**src/hw/rtl/srr_pkg.sv**
```systemverilog
// srr_pkg: shared types and constants of the selective repeat receiver
// used by srr_regs, srr_ctrl, srr_datapath and selective_repeat_receiver
// depends on nothing
`default_nettype none

package srr_pkg;

    // sequence number width and receive bitmap capacity (power of two)
    localparam int SEQ_W      = 16;
    localparam int WINDOW_MAX = 16;
    localparam int SLOT_W     = $clog2(WINDOW_MAX);

    // register field widths
    localparam int WIN_W  = 5;
    localparam int CNT_W  = 5;
    localparam int DATA_W = 32;
    localparam int ADDR_W = 3;

    // register reset values
    localparam logic [WIN_W-1:0] WIN_RESET   = WIN_W'(4);
    localparam logic [SEQ_W-1:0] TOTAL_RESET = SEQ_W'(10);

    // register indexes, taken from paddr[2]
    typedef enum logic {
        REG_WINDOW_SIZE  = 1'b0,
        REG_TOTAL_FRAMES = 1'b1
    } t_reg_idx;

    // controller states
    typedef enum logic [1:0] {
        ST_IDLE,
        ST_MARK,
        ST_WALK
    } t_state;

    // controller to datapath commands
    typedef struct packed {
        logic load;
        logic mark;
        logic step;
        logic emit;
    } t_cmd;

    // datapath to controller status
    typedef struct packed {
        logic walk_more;
        logic out_free;
    } t_status;

endpackage

`default_nettype wire

```
**src/hw/rtl/srr_regs.sv**
```systemverilog
// srr_regs: configuration registers behind an APB-style port
// holds window_size and total_frames; depends on srr_pkg
`default_nettype none

module srr_regs (
    input  wire logic                         i_clk,
    input  wire logic                         i_rst_n,
    input  wire logic                         psel,
    input  wire logic                         penable,
    input  wire logic                         pwrite,
    input  wire logic [srr_pkg::ADDR_W-1:0]   paddr,
    input  wire logic [srr_pkg::DATA_W-1:0]   pwdata,
    output logic      [srr_pkg::DATA_W-1:0]   prdata,
    output logic                              pready,
    output logic      [srr_pkg::WIN_W-1:0]    o_window_size,
    output logic      [srr_pkg::SEQ_W-1:0]    o_total_frames
);
    import srr_pkg::*;

    logic              wr_en;
    t_reg_idx          reg_idx;
    logic [WIN_W-1:0]  r_window_size;
    logic [SEQ_W-1:0]  r_total_frames;

    assign pready  = 1'b1;
    assign wr_en   = psel & penable & pwrite;
    assign reg_idx = t_reg_idx'(paddr[2]);

    // register writes
    always_ff @(posedge i_clk) begin
        if (!i_rst_n) begin
            r_window_size  <= WIN_RESET;
            r_total_frames <= TOTAL_RESET;
        end else if (wr_en) begin
            unique case (reg_idx)
                REG_WINDOW_SIZE:  r_window_size  <= pwdata[WIN_W-1:0];
                REG_TOTAL_FRAMES: r_total_frames <= pwdata[SEQ_W-1:0];
                default: ;
            endcase
        end
    end

    // read mux
    always_comb begin
        prdata = '0;
        unique case (reg_idx)
            REG_WINDOW_SIZE:  prdata = DATA_W'(r_window_size);
            REG_TOTAL_FRAMES: prdata = DATA_W'(r_total_frames);
            default:          prdata = '0;
        endcase
    end

    assign o_window_size  = r_window_size;
    assign o_total_frames = r_total_frames;

endmodule

`default_nettype wire

```
**src/hw/rtl/srr_ctrl.sv**
```systemverilog
// srr_ctrl: sequencer of the receiver, one request at a time
// issues load, mark, walk steps and result emit; depends on srr_pkg
`default_nettype none

module srr_ctrl (
    input  wire logic             i_clk,
    input  wire logic             i_rst_n,
    input  wire logic             i_in_valid,
    output logic                  o_in_ready,
    input  wire srr_pkg::t_status i_status,
    output srr_pkg::t_cmd         o_cmd
);
    import srr_pkg::*;

    t_state r_state;
    t_state n_state;

    // state register
    always_ff @(posedge i_clk) begin
        if (!i_rst_n) begin
            r_state <= ST_IDLE;
        end else begin
            r_state <= n_state;
        end
    end

    // next state
    always_comb begin
        n_state = r_state;
        unique case (r_state)
            ST_IDLE: begin
                if (i_in_valid) n_state = ST_MARK;
            end
            ST_MARK: n_state = ST_WALK;
            ST_WALK: begin
                if (!i_status.walk_more && i_status.out_free) n_state = ST_IDLE;
            end
            default: n_state = ST_IDLE;
        endcase
    end

    // command outputs
    always_comb begin
        o_cmd      = '0;
        o_in_ready = 1'b0;
        unique case (r_state)
            ST_IDLE: begin
                o_in_ready = 1'b1;
                o_cmd.load = i_in_valid;
            end
            ST_MARK: o_cmd.mark = 1'b1;
            ST_WALK: begin
                o_cmd.step = i_status.walk_more;
                o_cmd.emit = !i_status.walk_more && i_status.out_free;
            end
            default: ;
        endcase
    end

endmodule

`default_nettype wire

```
**src/hw/rtl/srr_datapath.sv**
```systemverilog
// srr_datapath: window base, receive bitmap, walk counter and result register
// driven by srr_ctrl commands; depends on srr_pkg
`default_nettype none

module srr_datapath (
    input  wire logic                        i_clk,
    input  wire logic                        i_rst_n,
    input  wire srr_pkg::t_cmd               i_cmd,
    output srr_pkg::t_status                 o_status,
    input  wire logic [srr_pkg::SEQ_W-1:0]   i_frame_number,
    input  wire logic [srr_pkg::WIN_W-1:0]   i_window_size,
    input  wire logic [srr_pkg::SEQ_W-1:0]   i_total_frames,
    input  wire logic                        i_out_ready,
    output logic                             o_out_valid,
    output logic      [srr_pkg::SEQ_W-1:0]   o_ack_number,
    output logic                             o_buffered,
    output logic      [srr_pkg::CNT_W-1:0]   o_delivered_count,
    output logic      [srr_pkg::SEQ_W-1:0]   o_next_expected,
    output logic                             o_done_res
);
    import srr_pkg::*;

    localparam logic [WIN_W-1:0] WIN_CAP = WIN_W'(WINDOW_MAX);

    // control state
    logic [SEQ_W-1:0]      r_base;
    logic [WINDOW_MAX-1:0] r_map;
    logic                  r_out_valid;

    // payload
    logic [SEQ_W-1:0]      r_frame;
    logic                  r_buffered;
    logic [CNT_W-1:0]      r_count;
    logic [SEQ_W-1:0]      r_ack;
    logic                  r_out_buffered;
    logic [CNT_W-1:0]      r_out_count;
    logic [SEQ_W-1:0]      r_out_next;
    logic                  r_out_done;

    logic [WIN_W-1:0]      win;
    logic [SEQ_W:0]        win_end;
    logic                  active;
    logic                  in_window;
    logic [SLOT_W-1:0]     frame_slot;
    logic [SLOT_W-1:0]     base_slot;

    // window limit and acceptance test
    assign win        = (i_window_size > WIN_CAP) ? WIN_CAP : i_window_size;
    assign win_end    = {1'b0, r_base} + (SEQ_W + 1)'(win);
    assign active     = r_base < i_total_frames;
    assign in_window  = active && (r_frame >= r_base) && ({1'b0, r_frame} < win_end) &&
                        (r_frame < i_total_frames);
    assign frame_slot = r_frame[SLOT_W-1:0];
    assign base_slot  = r_base[SLOT_W-1:0];

    assign o_status.walk_more = active && r_map[base_slot];
    assign o_status.out_free  = !r_out_valid || i_out_ready;

    // base, bitmap and result valid
    always_ff @(posedge i_clk) begin
        if (!i_rst_n) begin
            r_base      <= '0;
            r_map       <= '0;
            r_out_valid <= 1'b0;
        end else begin
            if (i_cmd.mark && in_window) r_map[frame_slot] <= 1'b1;
            if (i_cmd.step) begin
                r_map[base_slot] <= 1'b0;
                r_base           <= r_base + SEQ_W'(1);
            end
            if (i_cmd.emit) begin
                r_out_valid <= 1'b1;
            end else if (i_out_ready) begin
                r_out_valid <= 1'b0;
            end
        end
    end

    // per-request working values and result register
    always_ff @(posedge i_clk) begin
        if (i_cmd.load) begin
            r_frame    <= i_frame_number;
            r_buffered <= 1'b0;
            r_count    <= '0;
        end
        if (i_cmd.mark) r_buffered <= in_window;
        if (i_cmd.step) r_count <= r_count + CNT_W'(1);
        if (i_cmd.emit) begin
            r_ack          <= r_frame;
            r_out_buffered <= r_buffered;
            r_out_count    <= r_count;
            r_out_next     <= r_base;
            r_out_done     <= !active;
        end
    end

    assign o_out_valid       = r_out_valid;
    assign o_ack_number      = r_ack;
    assign o_buffered        = r_out_buffered;
    assign o_delivered_count = r_out_count;
    assign o_next_expected   = r_out_next;
    assign o_done_res        = r_out_done;

endmodule

`default_nettype wire

```
**src/hw/rtl/selective_repeat_receiver.sv**
```systemverilog
// selective_repeat_receiver: top level of the selective repeat ARQ receiver
// instantiates srr_regs, srr_ctrl and srr_datapath; depends on srr_pkg
//
// usage:
//   input channel (i_in_valid / o_in_ready) carries one received frame number
//   per request; output channel (o_out_valid / i_out_ready) returns one result
//   per request: the acknowledged number, whether it was buffered, how many
//   frames were delivered in order, the new window base and the done flag.
//   window_size (address 0) and total_frames (address 4) are written over the
//   APB-style port while the block is idle; pready is always high.
// timing:
//   one request at a time; a request runs through accept, mark and a delivery
//   walk that checks one bitmap slot per cycle and delivers n (0 to 16) frames;
//   the result register is loaded when the walk ends and the output is free.
// reset:
//   synchronous, clears the window base, the receive bitmap and the result
//   valid; registers return to window_size 4 and total_frames 10.
// stall:
//   a result waits in its output register; the next request is still taken
//   and worked on, and its walk holds at the end until the register frees.
`default_nettype none

module selective_repeat_receiver (
    input  wire logic                        i_clk,
    input  wire logic                        i_rst_n,
    // configuration port
    input  wire logic                        psel,
    input  wire logic                        penable,
    input  wire logic                        pwrite,
    input  wire logic [srr_pkg::ADDR_W-1:0]  paddr,
    input  wire logic [srr_pkg::DATA_W-1:0]  pwdata,
    output logic      [srr_pkg::DATA_W-1:0]  prdata,
    output logic                             pready,
    // input channel
    input  wire logic                        i_in_valid,
    output logic                             o_in_ready,
    input  wire logic [srr_pkg::SEQ_W-1:0]   i_frame_number,
    // output channel
    output logic                             o_out_valid,
    input  wire logic                        i_out_ready,
    output logic      [srr_pkg::SEQ_W-1:0]   o_ack_number,
    output logic                             o_buffered,
    output logic      [srr_pkg::CNT_W-1:0]   o_delivered_count,
    output logic      [srr_pkg::SEQ_W-1:0]   o_next_expected,
    output logic                             o_done_res
);
    import srr_pkg::*;

    logic [WIN_W-1:0] window_size;
    logic [SEQ_W-1:0] total_frames;
    t_cmd             cmd;
    t_status          status;

    // configuration registers
    srr_regs u_regs (
        .i_clk          (i_clk),
        .i_rst_n        (i_rst_n),
        .psel           (psel),
        .penable        (penable),
        .pwrite         (pwrite),
        .paddr          (paddr),
        .pwdata         (pwdata),
        .prdata         (prdata),
        .pready         (pready),
        .o_window_size  (window_size),
        .o_total_frames (total_frames)
    );

    // sequencer
    srr_ctrl u_ctrl (
        .i_clk      (i_clk),
        .i_rst_n    (i_rst_n),
        .i_in_valid (i_in_valid),
        .o_in_ready (o_in_ready),
        .i_status   (status),
        .o_cmd      (cmd)
    );

    // window state and result register
    srr_datapath u_dp (
        .i_clk             (i_clk),
        .i_rst_n           (i_rst_n),
        .i_cmd             (cmd),
        .o_status          (status),
        .i_frame_number    (i_frame_number),
        .i_window_size     (window_size),
        .i_total_frames    (total_frames),
        .i_out_ready       (i_out_ready),
        .o_out_valid       (o_out_valid),
        .o_ack_number      (o_ack_number),
        .o_buffered        (o_buffered),
        .o_delivered_count (o_delivered_count),
        .o_next_expected   (o_next_expected),
        .o_done_res        (o_done_res)
    );

endmodule

`default_nettype wire

```
**config.mk**
```make
export PLATFORM = sky130hd
export DESIGN_NAME = selective_repeat_receiver
export DESIGN_NICKNAME = d
export VERILOG_FILES = /design/src/hw/rtl/srr_pkg.sv /design/src/hw/rtl/srr_regs.sv /design/src/hw/rtl/srr_ctrl.sv /design/src/hw/rtl/srr_datapath.sv /design/src/hw/rtl/selective_repeat_receiver.sv
export SDC_FILE = /design/constraint.sdc
export NUM_CORES = 1
export LEC_CHECK = 0
export BUFFER_PORTS_ARGS = -buffer_cell sky130_fd_sc_hd__buf_2
export CAP_MARGIN = 20
export CORE_MARGIN = 3
export CORE_UTILIZATION = 48
export DETAILED_ROUTE_END_ITERATION = 16
export PLACE_DENSITY = 0.71
export SYNTH_ARGS = -nofsm -noshare
export SYNTH_HDL_FRONTEND = slang
export SYNTH_SLANG_ARGS = --single-unit
```
**constraint.sdc**
```tcl
create_clock -name i_clk -period 11.2 [get_ports i_clk]
set_clock_uncertainty 0.2 [all_clocks]
set_input_delay 0 -clock i_clk [delete_from_list [all_inputs] [get_ports i_clk]]
set_output_delay 0 -clock i_clk [all_outputs]
set_load 0.01 [all_outputs]
```
# Word level (Yosys, flattened, before mapping)
# Index checks and enable logic that the tools add are counted.
# totals
elab_cells	79
input_bits	58
output_inout_bits	74
register_bits	117
# op_classes
muxes	24
reduce_logical	19
n_addsub	3
bitwise	6
magnitude_cmp	9
eq_ne	4
# ops
op	n
one-hot mux 32 bit (2 select lines)	1
two-way mux 16 bit	3
< comparator 16 bit	2
adder 16 x 5 -> 17 bit	1
< comparator 16 x 17 -> 1 bit	1
adder 16 x 1 -> 16 bit, second input constant	1
bitwise AND 16 bit	1
greater-or-equal comparator 16 bit	1
inverter 16 bit	1
bitwise OR 16 bit	1
two-way mux 5 bit	3
< comparator 4 x 5 -> 1 bit, second input constant	2
two-way mux 1 bit	10
demux 1 bit (select 4 bit)	2
greater-or-equal comparator 4 x 1 -> 1 bit, second input constant	2
logical AND 1 bit	8
two-way mux 2 bit	3
one-hot mux 2 bit (3 select lines)	1
AND reduction 2 bit	3
nonzero test 2 bit	3
adder 5 x 1 -> 5 bit, second input constant	1
greater-than comparator 5 bit, second input constant	1
binary-select mux 1 bit (select 4 bit)	1
logical NOT 1 bit	3
other kinds (8)	9

# Logic depth before layout (Yosys ltp)
# Gate-level depths: netlist of run 1.
# depth
ltp_word	11
depth_mapped	19
ltp_nobuf	18

# By module
# Synthesis of run 1 repeated with hierarchy kept, for this count alone.
# hier_totals
hier_cells	665
area_unflattened_um2	6875.3
# by_module_without_submodules
module	cells_each	area_per_inst_um2	n_inst	seq_area_each_um2
srr_datapath	524	5609.1	1	2492.4
srr_regs	129	1163.6	1	420.4
srr_ctrl	12	102.6	1	40.0

# Worst setup path before layout of run 1
# Ideal clock, no wire load.
# synth_path
kind	reg-to-reg
startpoint	reg u_dp.r_base[0]
endpoint	reg u_dp.r_ack[0] (netlist: u_dp.o_ack_number[0]), enable pin
setup_time_ns	0.484
required_time_ns	10.516
path_stages_with_launch	9
slack_ns	6.075
n_path_buf	3
t_arrival_ns	4.442
period_less_slack_ns	5.125
path_cell_list	dfxtp_1 -> buf_6 -> mux4_2 -> o22ai_1 -> a31oi_1 -> nor4b_2 -> buf_2 -> buf_2 -> nor3_1
# synth_lines
item	line_no	text
start: declaration	srr_datapath.sv:26	logic [SEQ_W-1:0] r_base;
start signal: assignment	srr_datapath.sv:69	r_base <= r_base + SEQ_W'(1);
end signal: assignment	srr_datapath.sv:89	r_ack <= r_frame;
end: declaration	srr_datapath.sv:34	logic [SEQ_W-1:0] r_ack;

# Worst setup path in the final report of run 1
# layout_path
startpoint	reg u_dp.r_base[0]
endpoint	reg u_dp.r_map[8]
# layout_between
elab_chain_cells	9
word_cells_on_any_way	22
cone_classes	add/sub: 1; order compare: 5; mux: 8; bitwise: 2; reduce/logical: 6
# layout_rtl
item	line_no	text
adder 16 x 5 -> 17 bit (tied with other cells)	srr_datapath.sv:49	assign win_end = {1'b0, r_base} + (SEQ_W + 1)'(win);
< comparator 16 x 17 -> 1 bit / logical AND 1 bit (equally long branches)	srr_datapath.sv:51	assign in_window = active && (r_frame >= r_base) && ({1'b0, r_frame} < win_end) &&
logical AND 1 bit (2 in series)	srr_datapath.sv:51	
logical AND 1 bit	srr_datapath.sv:66	if (i_cmd.mark && in_window) r_map[frame_slot] <= 1'b1;
two-way mux 16 bit	srr_datapath.sv:66	
two-way mux 16 bit	srr_datapath.sv:61	if (!i_rst_n) begin
bitwise AND 16 bit (no source line)	-	
two-way mux 16 bit *	srr_datapath.sv:67	if (i_cmd.step) begin
end signal: assignment	srr_datapath.sv:63	r_map <= '0;
end signal: indexed assignment	srr_datapath.sv:66	
end signal: indexed assignment	srr_datapath.sv:68	r_map[base_slot] <= 1'b0;
end: declaration	srr_datapath.sv:27	logic [WINDOW_MAX-1:0] r_map;
# Every way passes the cells marked *; elsewhere a longest branch is shown, timed or not. The select of a mux whose other input is x is not followed.
# A chain may end at the register's enable or synchronous reset.

==> implementation parameters, run 1 <==
Parameter                              Value

Status
  Status ... finished clean

Cells and area
  Number of diodes added for antenna fixing ... 0
  Share of the core filled with cells in the final layout ... 61.1%
  Area added between synthesis and finish ... 22.8%
  Total Nets Final ... 902
  Design Area, Final ... around 8000 sq um
  Final Instance Count excl. Fillers ... 961
  Fraction of final layout cells with drive strength greater than 1 ... 18.6%

Power
  Switching component of the power ... 0.242 mW
  Power after layout ... 1.12 mW
  VDD IR max ... a little over 0.09 mV
  Internal Pwr Total ... 0.880 mW
  Clk network pwr share ... 50.0%
  Share of power burned in registers ... 42.3%
  Areal power density over the cells ... ~140 nW/um^2
  Sw Share ... 21.6%
  Share of power burned in combinational logic ... 7.7%
  Pleak ... about 3.3 nW

Die
  Starting density of the core ... 49.7%
  Die outline height ... 124 um
  Count of boundary I/O pins ... 132
  Die Width ... 124 um
  Core region area ... 13,400 sq um
  Area of the die ... 15,300 sq um
  Row count ... 42

Clock network
  Clock tree from TritonCTS ... built
  Clk root buf ... clkbuf_16
  Clk pin slew, worst setup/hold paths ... approximately 0.050 ns
  Clock tree sinks ... around 120
  H-tree Lvls ... 4
  Clk_lat worst skew ... about 0.42 ns
  Clock Tree Buf Depth ... 2
  Number of buffers created by CTS ... 17
  Post-CTS Setup Bufs ... 0

GRT
  Total global routing overflow ... 0
  Global router's overall resource usage ... roughly 23%
  Antenna violations before repair ... 0
  Pin count of the biggest net entering global routing ... 64
  Global-route wire length before repair ... 26.3 mm
  Vias in the first global route ... 5,316

Detailed routing
  DR iter-0 viols ... 356
  Total wire length after detailed routing ... between 15 and 20 mm
  Count of antenna-violating nets left after detailed routing ... 0
  Via Count ... 5,263
  DRC violations left ... 0
  Met1 Wirelength ... between 7 and 8 mm
  Met3 wire len ... 1.02 mm
  Average wire per cell in the routed design ... 17.1 um
  First-pass iteration count of the detailed router ... 5
  Vias per std cell ... 5.48
  Topmost layer with routed signal wires ... met4
  Met2 routed wirelength ... 7.72 mm

Placement
  HPWL after detailed placement ... 12.0 mm
  Worst setup timing slack at the placement stage ... between 6 and 7 ns
  Total placed instance area ... 7200 sq um
  Count of placed standard cells including taps ... 893
  Gpl congestion ... 0.865
  Count of input and output buffers ... 96

Critical path
  Worst r2r dst ... u_dp.r_map[8]
  Register-to-Register Setup Slack ... 6.72 ns
  Critical path required time ... 11.37 ns
  Worst setup SP type ... flop
  Worst reg-to-reg path cell count ... 17
  Critical path start-end classification ... flop to flop
  Worst Path Max Fanout ... 13
  Worst setup EP type ... flop
  Reg2Reg Launch Point ... u_dp.r_base[0]
  Data arrival time of the critical path ... roughly 4.7 ns

Yosys
  Number of enable-type register cells in the synthesized netlist ... 61
  Synth cell types ... 58
  Async set-reset flop share out of synthesis ... 0%
  Leading cell types by count after synthesis ... ha_1 (71), nand2_1 (63), edfxtp_1 (61)
  Proportion of netlist area held by the largest area contributor ... a little over a quarter
  Fraction of the yosys area taken by sequential cells ... 44.3%
  Most used standard cell by instance count after synthesis ... ha_1
  Synth Flop Type ... edfxtp_1
  Cell area after synthesis ... 6660 sq um
  Count of warnings emitted by yosys ... 0
  Syn_area_per_cell ... 10.4 sq um
  Largest cells by area after synthesis ... edfxtp_1 (27%), dfxtp_1 (17%), ha_1 (13%)
  FF+latch count, synth ... approximately 120
  Top cell type by total area after synthesis ... edfxtp_1
  Number of instances in the synthesized netlist ... 643

STA
  Period minus WS final ... 4.48 ns
  Setup TNS Final ... 0 ns
  Worst Slack Setup Final ... roughly 6.7 ns
  Final setup violation count ... 0
  Actual transition at the worst max-transition pin ... between 1 and 1.5 ns
  Worst Hold Margin ... about 0.023 ns
  Hold violation count in the final report ... 0
  Normalized max-slew margin ... 27.8%
  Highest clock frequency the design can meet ... 223 MHz
  Setup repair after global routing missed its margin ... no
  Period utilization ... 40.0%
  Number of max-slew violations in the final report ... 0

Min path
  Hold Crit Endpoint ... u_regs.o_window_size[3]
  Launch instance of the worst min-delay path ... pwrite
  Cells on Worst Hold Path ... 4
  Class of the tightest hold or removal check ... primary input to flop

Run
  Max-cap violations ... 0
[logic make-up after synthesis]
group / synth area share [%]
flip-flops: 44.3
AND/OR/NAND/NOR: 17.2
adder cells (fa/ha/maj): 13.6
other: 0.113
XOR/XNOR: 3.29
buffers and inverters: 5.80
AO/OA/AOI/OAI: 12.4
multiplexers: 3.25
[per-layer routing]
metal,up-vias,track usage (%)
met5,-,0
met4,0,9.13
met3,24,6.18
met2,190,37.4
met1,2489,28.0
li1,2560,-
[registers in the layout, summed over array words and instances (netlist names)]
signal	count
u_dp.o_out_valid	1
u_dp.r_base	16
u_dp.o_done_res	1
u_regs.o_total_frames	16
u_dp.o_delivered_count	5
u_ctrl.r_state	2
u_dp.o_buffered	1
u_dp.r_map	16
u_dp.r_frame	16
u_dp.r_count	5
u_dp.r_buffered	1
u_regs.o_window_size	5
u_dp.o_ack_number	16
u_dp.o_next_expected	16
[worst max path at each step]
stage | cells after the start | endpoint | startpoint | slack [ns]
5_1_grt | 17 | u_dp.r_map[8] | u_dp.r_base[0] | 6.44
3_5_place_dp | 17 | u_dp.r_map[8] | u_dp.r_base[0] | 6.77
4_1_cts | 17 | u_dp.r_map[8] | u_dp.r_base[0] | 6.74
2_1_floorplan | 8 | u_dp.o_ack_number[0] | u_dp.r_base[0] | 6.07
6_report | 17 | u_dp.r_map[8] | u_dp.r_base[0] | 6.72
3_3_place_gp | 18 | u_dp.r_map[8] | u_dp.r_base[1] | 6.79
[what timing repair did]
item	in CTS	in global routing
hold buffers	36	0
resized for setup	0	0
endpoints found under the hold margin	41	0
[worst max-delay path: stages (launching register included)]
cell and delay, ns:
dfxtp_1 0.49, ha_1 0.32, fa_1 0.44, a21o_1 0.18, a21oi_1 0.24, nor2b_1 0.12
o21bai_1 0.45, xnor2_1 0.20, ha_1 0.28, a21oi_1 0.18, nor2b_1 0.07, o41ai_1 0.32
o211ai_1 0.15, o41ai_1 0.10, buf_4 0.26, nand2_1 0.14, inv_1 0.16, a21o_1 0.12
[area by class of cell]
| type | instances | area, sq um |
|---|---|---|
| inverters | 38 | 143 |
| repair buffers | 135 | 863 |
| flip-flops and latches | 117 | 2950 |
| well taps | 176 | 220 |
| multi-input cells | 463 | 3390 |
| clock buffers | 22 | 495 |
| fillers | 1111 | 5220 |
| clock inverters | 10 | 125 |
[placed cells by master, fill, tap and decap left out, drive strengths merged, types with 4 or more instances in the layout]
master | Yosys | routed
conb | 2 | 17
a21boi | 18 | 18
o21ai | 13 | 13
nand2 | 63 | 63
clkinv | 0 | 6
o211ai | 11 | 11
dfxtp | 56 | 56
ha | 71 | 71
o31ai | 7 | 7
edfxtp | 61 | 61
nor2 | 23 | 23
nor4 | 5 | 5
and4 | 5 | 5
mux2i | 7 | 7
nand2b | 7 | 7
clkbuf | 15 | 22
mux4 | 4 | 4
inv | 38 | 38
a21o | 10 | 10
and2 | 24 | 24
dlygate4sd3 | 0 | 36
and3 | 8 | 8
a21oi | 22 | 22
nor3 | 5 | 5
a211oi | 6 | 6
xnor2 | 22 | 22
mux2 | 5 | 5
nand4 | 13 | 13
o21a | 5 | 5
nand3 | 28 | 28
a31oi | 9 | 9
buf | 25 | 99
a22oi | 5 | 5
or3 | 5 | 5
nor2b | 19 | 19
[power groups by stage]
| stage | Sequential, mW | Clock (mW) | Combinational (mW) |
|---|---|---|---|
| 2_1_floorplan | 0.480 | 0 | 0.0525 |
| 3_3_place_gp | 0.482 | 0 | 0.0718 |
| 3_5_place_dp | 0.483 | 0 | 0.0762 |
| 4_1_cts | 0.474 | 0.569 | 0.0864 |
| 5_1_grt | 0.475 | 0.592 | 0.0971 |
| 6_report | 0.474 | 0.561 | 0.0866 |
Power figures use the tool's default switching activity.
==> run 2, diff against run 1 <==
- PLACE_DENSITY: 0.71 -> 0.74
- clock period: 11.2 -> 3.9 ns (I/O delays scaled with it)
==> run 2 against run 1 <==
Maximum frequency up 15%. Clock-buffer cell count rose by 1. Critical path type unchanged. Core utilization up 2.6 points. Critical path depth rose by 2. Sequential power rose to 2.9 times the previous value. Global-route usage is 1.7 points higher. Critical endpoint is now u_dp.r_map[11]. Routed wire length increased by 8.8%. Die area stayed put. Worst setup slack lost 6.7 ns.
==> implementation parameters, run 2 (synthesis gave the netlist of run 1 again) <==
Parameter                              Value

Status
  Status ... finished clean

STA
  Actual transition at the worst max-transition pin ... 0.696 ns
  Setup repair after global routing missed its margin ... yes
  Normalized max-slew margin ... 53.2%
  Number of max-slew violations in the final report ... 0
  Hold violation count in the final report ... 0
  Highest clock frequency the design can meet ... 257 MHz
  Period minus WS final ... 3.89 ns
  Period utilization ... 99.7%
  Final setup violation count ... 0
  Setup TNS Final ... 0 ns

Critical path
  Worst Path Buf+Inv ... 3
  Cells along the critical path ... nor2b_1, ha_2, fa_2, a21o_1, a21oi_2, nor2b_2, o21bai_4, buf_4, nor2b_1, xnor2_1, ha_1, inv_1, o22ai_1, o41ai_1, o211ai_1, o41ai_4, buf_4, nand4_1, a21oi_1
  Worst reg-to-reg path cell count ... 19
  Worst r2r dst ... u_dp.r_map[11]
  Critical path start-end classification ... flop to flop
  Worst setup EP type ... flop
  Worst Path Max Fanout ... 6
  Cell class contributing the biggest share of worst-path delay ... compound AO/OA/AOI/OAI gates
  Register-to-Register Setup Slack ... approximately 0.0099 ns
  Data arrival time of the critical path ... 4.04 ns
  Reg2Reg Launch Point ... u_regs.o_window_size[0]
  Worst path max stage delay ... 0.40 ns
  Worst path slowest cell ... fa_2
  Critical path required time ... 4.05 ns
  Worst setup SP type ... flop

Placement
  Total placed instance area ... 7400 sq um
  Count of input and output buffers ... 96
  Gpl congestion ... ~0.92
  HPWL after detailed placement ... between 10 and 15 mm
  Count of placed standard cells including taps ... 918

Die
  Die Width ... 124 um
  Die outline height ... 124 um
  Count of boundary I/O pins ... about 130
  Core region area ... 13,400 sq um
  Starting density of the core ... 49.7%
  Area of the die ... roughly 15,000 sq um
  Row count ... 42

Cells and area
  Number of diodes added for antenna fixing ... 0
  Most common cell after layout, fill and taps aside ... buf_2
  Filler instances ... 1,083
  Design Area, Final ... approximately 8500 sq um
  Area taken by flip-flops and latches ... between 2000 and 3000 sq um
  Fraction of final layout cells with drive strength greater than 1 ... 24.4%
  Share of the core filled with cells in the final layout ... roughly 64%
  Commonest cells after routing, fill and taps aside ... buf_2 (96), ha_1 (69), nand2_1 (63)
  Total Nets Final ... 938
  Area occupied by multi-input gates ... 3550 sq um
  Area added between synthesis and finish ... 28.1%
  Final Instance Count excl. Fillers ... 997

Min path
  Class of the tightest hold or removal check ... primary input to flop
  Launch instance of the worst min-delay path ... pwrite
  Hold Crit Endpoint ... u_regs.o_window_size[0]
  Cells on Worst Hold Path ... 4

GRT
  Total global routing overflow ... 0
  Pin count of the biggest net entering global routing ... 35
  Global-route wire length before repair ... between 20 and 30 mm
  Vias in the first global route ... 5,561
  Antenna violations before repair ... 0
  Global router's overall resource usage ... about a quarter

Detailed routing
  Via Count ... 5,527
  First-pass iteration count of the detailed router ... 5
  DR iter-0 viols ... 397
  Average wire per cell in the routed design ... 18.0 um
  Vias per std cell ... approximately 5.5
  DRC violations left ... 0
  Total wire length after detailed routing ... 17.9 mm
  Count of antenna-violating nets left after detailed routing ... 0

Clock network
  Clk pin slew, worst setup/hold paths ... around 0.050 ns
  Clock tree sinks ... 117
  Clock Tree Buf Depth ... 2
  Clk root buf ... clkbuf_16
  Clock tree from TritonCTS ... built
  H-tree Lvls ... 4
  Clk_lat worst skew ... around 0.42 ns
  Number of buffers created by CTS ... 17

Power
  Areal power density over the cells ... 351 nW/um^2
  Pleak ... 3.48 nW
  Power after layout ... approximately 3.0 mW
  VDD IR max ... 0.309 mV

Run
  Max-cap violations ... 0
==> run 2: cell types whose count changed in the layout (fill, tap and decap cells not counted), moves of 5 or more <==
cell,delta
clkbuf_1,+5
a21oi_2,+5
a21oi_1,-5
buf_4,+30
==> run 2: tightest hold or removal path, delay by kind of cell <==
kind	cells	cell delay [ns]
muxes	1	0.13
buffers and inverters	1	0.11
and+or+nand+nor	2	0.37
==> run 2: layer usage <==
layer / vias up / GRT usage (%) / share of wire, %
met4: 0 / 8.30 / 2.3
met3: 36 / 5.86 / 7.2
met5: - / 0 / 0
li1: 2627 / - / -
met1: 2635 / 31.0 / 42
met2: 229 / 40.6 / 49
==> run 2: power by group <==
group	total [mW]	switching [mW]	leakage, nW	internal, mW
clock	1.37	0.515	0.250	0.857
sequential	1.36	0.0293	1.03	1.33
combinational	0.267	0.145	2.20	0.122
==> run 2: worst max-delay path by stage <==
| stage | startpoint | to | slack, ns | cells past startpoint |
|---|---|---|---|---|
| after floorplan | u_regs.o_window_size[4] | u_dp.r_map[11] | 0.17 | 17 |
| after global placement | u_regs.o_window_size[0] | u_dp.r_map[10] | 0.01 | 18 |
| after detailed placement | u_regs.o_window_size[0] | u_dp.r_map[1] | -0.14 | 17 |
| after CTS | u_regs.o_window_size[4] | u_dp.r_map[11] | 0.01 | 19 |
| after global routing | u_regs.o_window_size[0] | u_dp.r_map[15] | -0.14 | 19 |
| final | u_regs.o_window_size[0] | u_dp.r_map[11] | 0.01 | 19 |
==> run 2: layout make-up <==
class,count,share of cell area [%]
clock buffers,23,5.25
clock inverters,9,0.748
inverters,38,1.67
multi-input cells,463,41.6
flip-flops and latches,117,34.6
well taps,176,2.58
repair buffers,171,13.5
==> run 2: metrics by stage <==
stage,hold slack (ns),setup slack (ns)
3_5_place_dp,-0.0219,-0.145
2_1_floorplan,-0.101,0.170
5_1_grt,0.0695,-0.143
4_1_cts,0.00910,0.0105
3_3_place_gp,-0.0219,0.00969
6_report,0.0247,0.00986
==> run 2: what timing repair did <==
item | 4_1_cts | 5_1_grt
hold endpoints to repair | 59 | 0
pin swaps | 1 | 34
setup buffers | 0 | 8
gates cloned | 1 | 0
hold buffers | 38 | 0
gates resized for setup | 5 | 40
setup endpoints to repair | 17 | 17
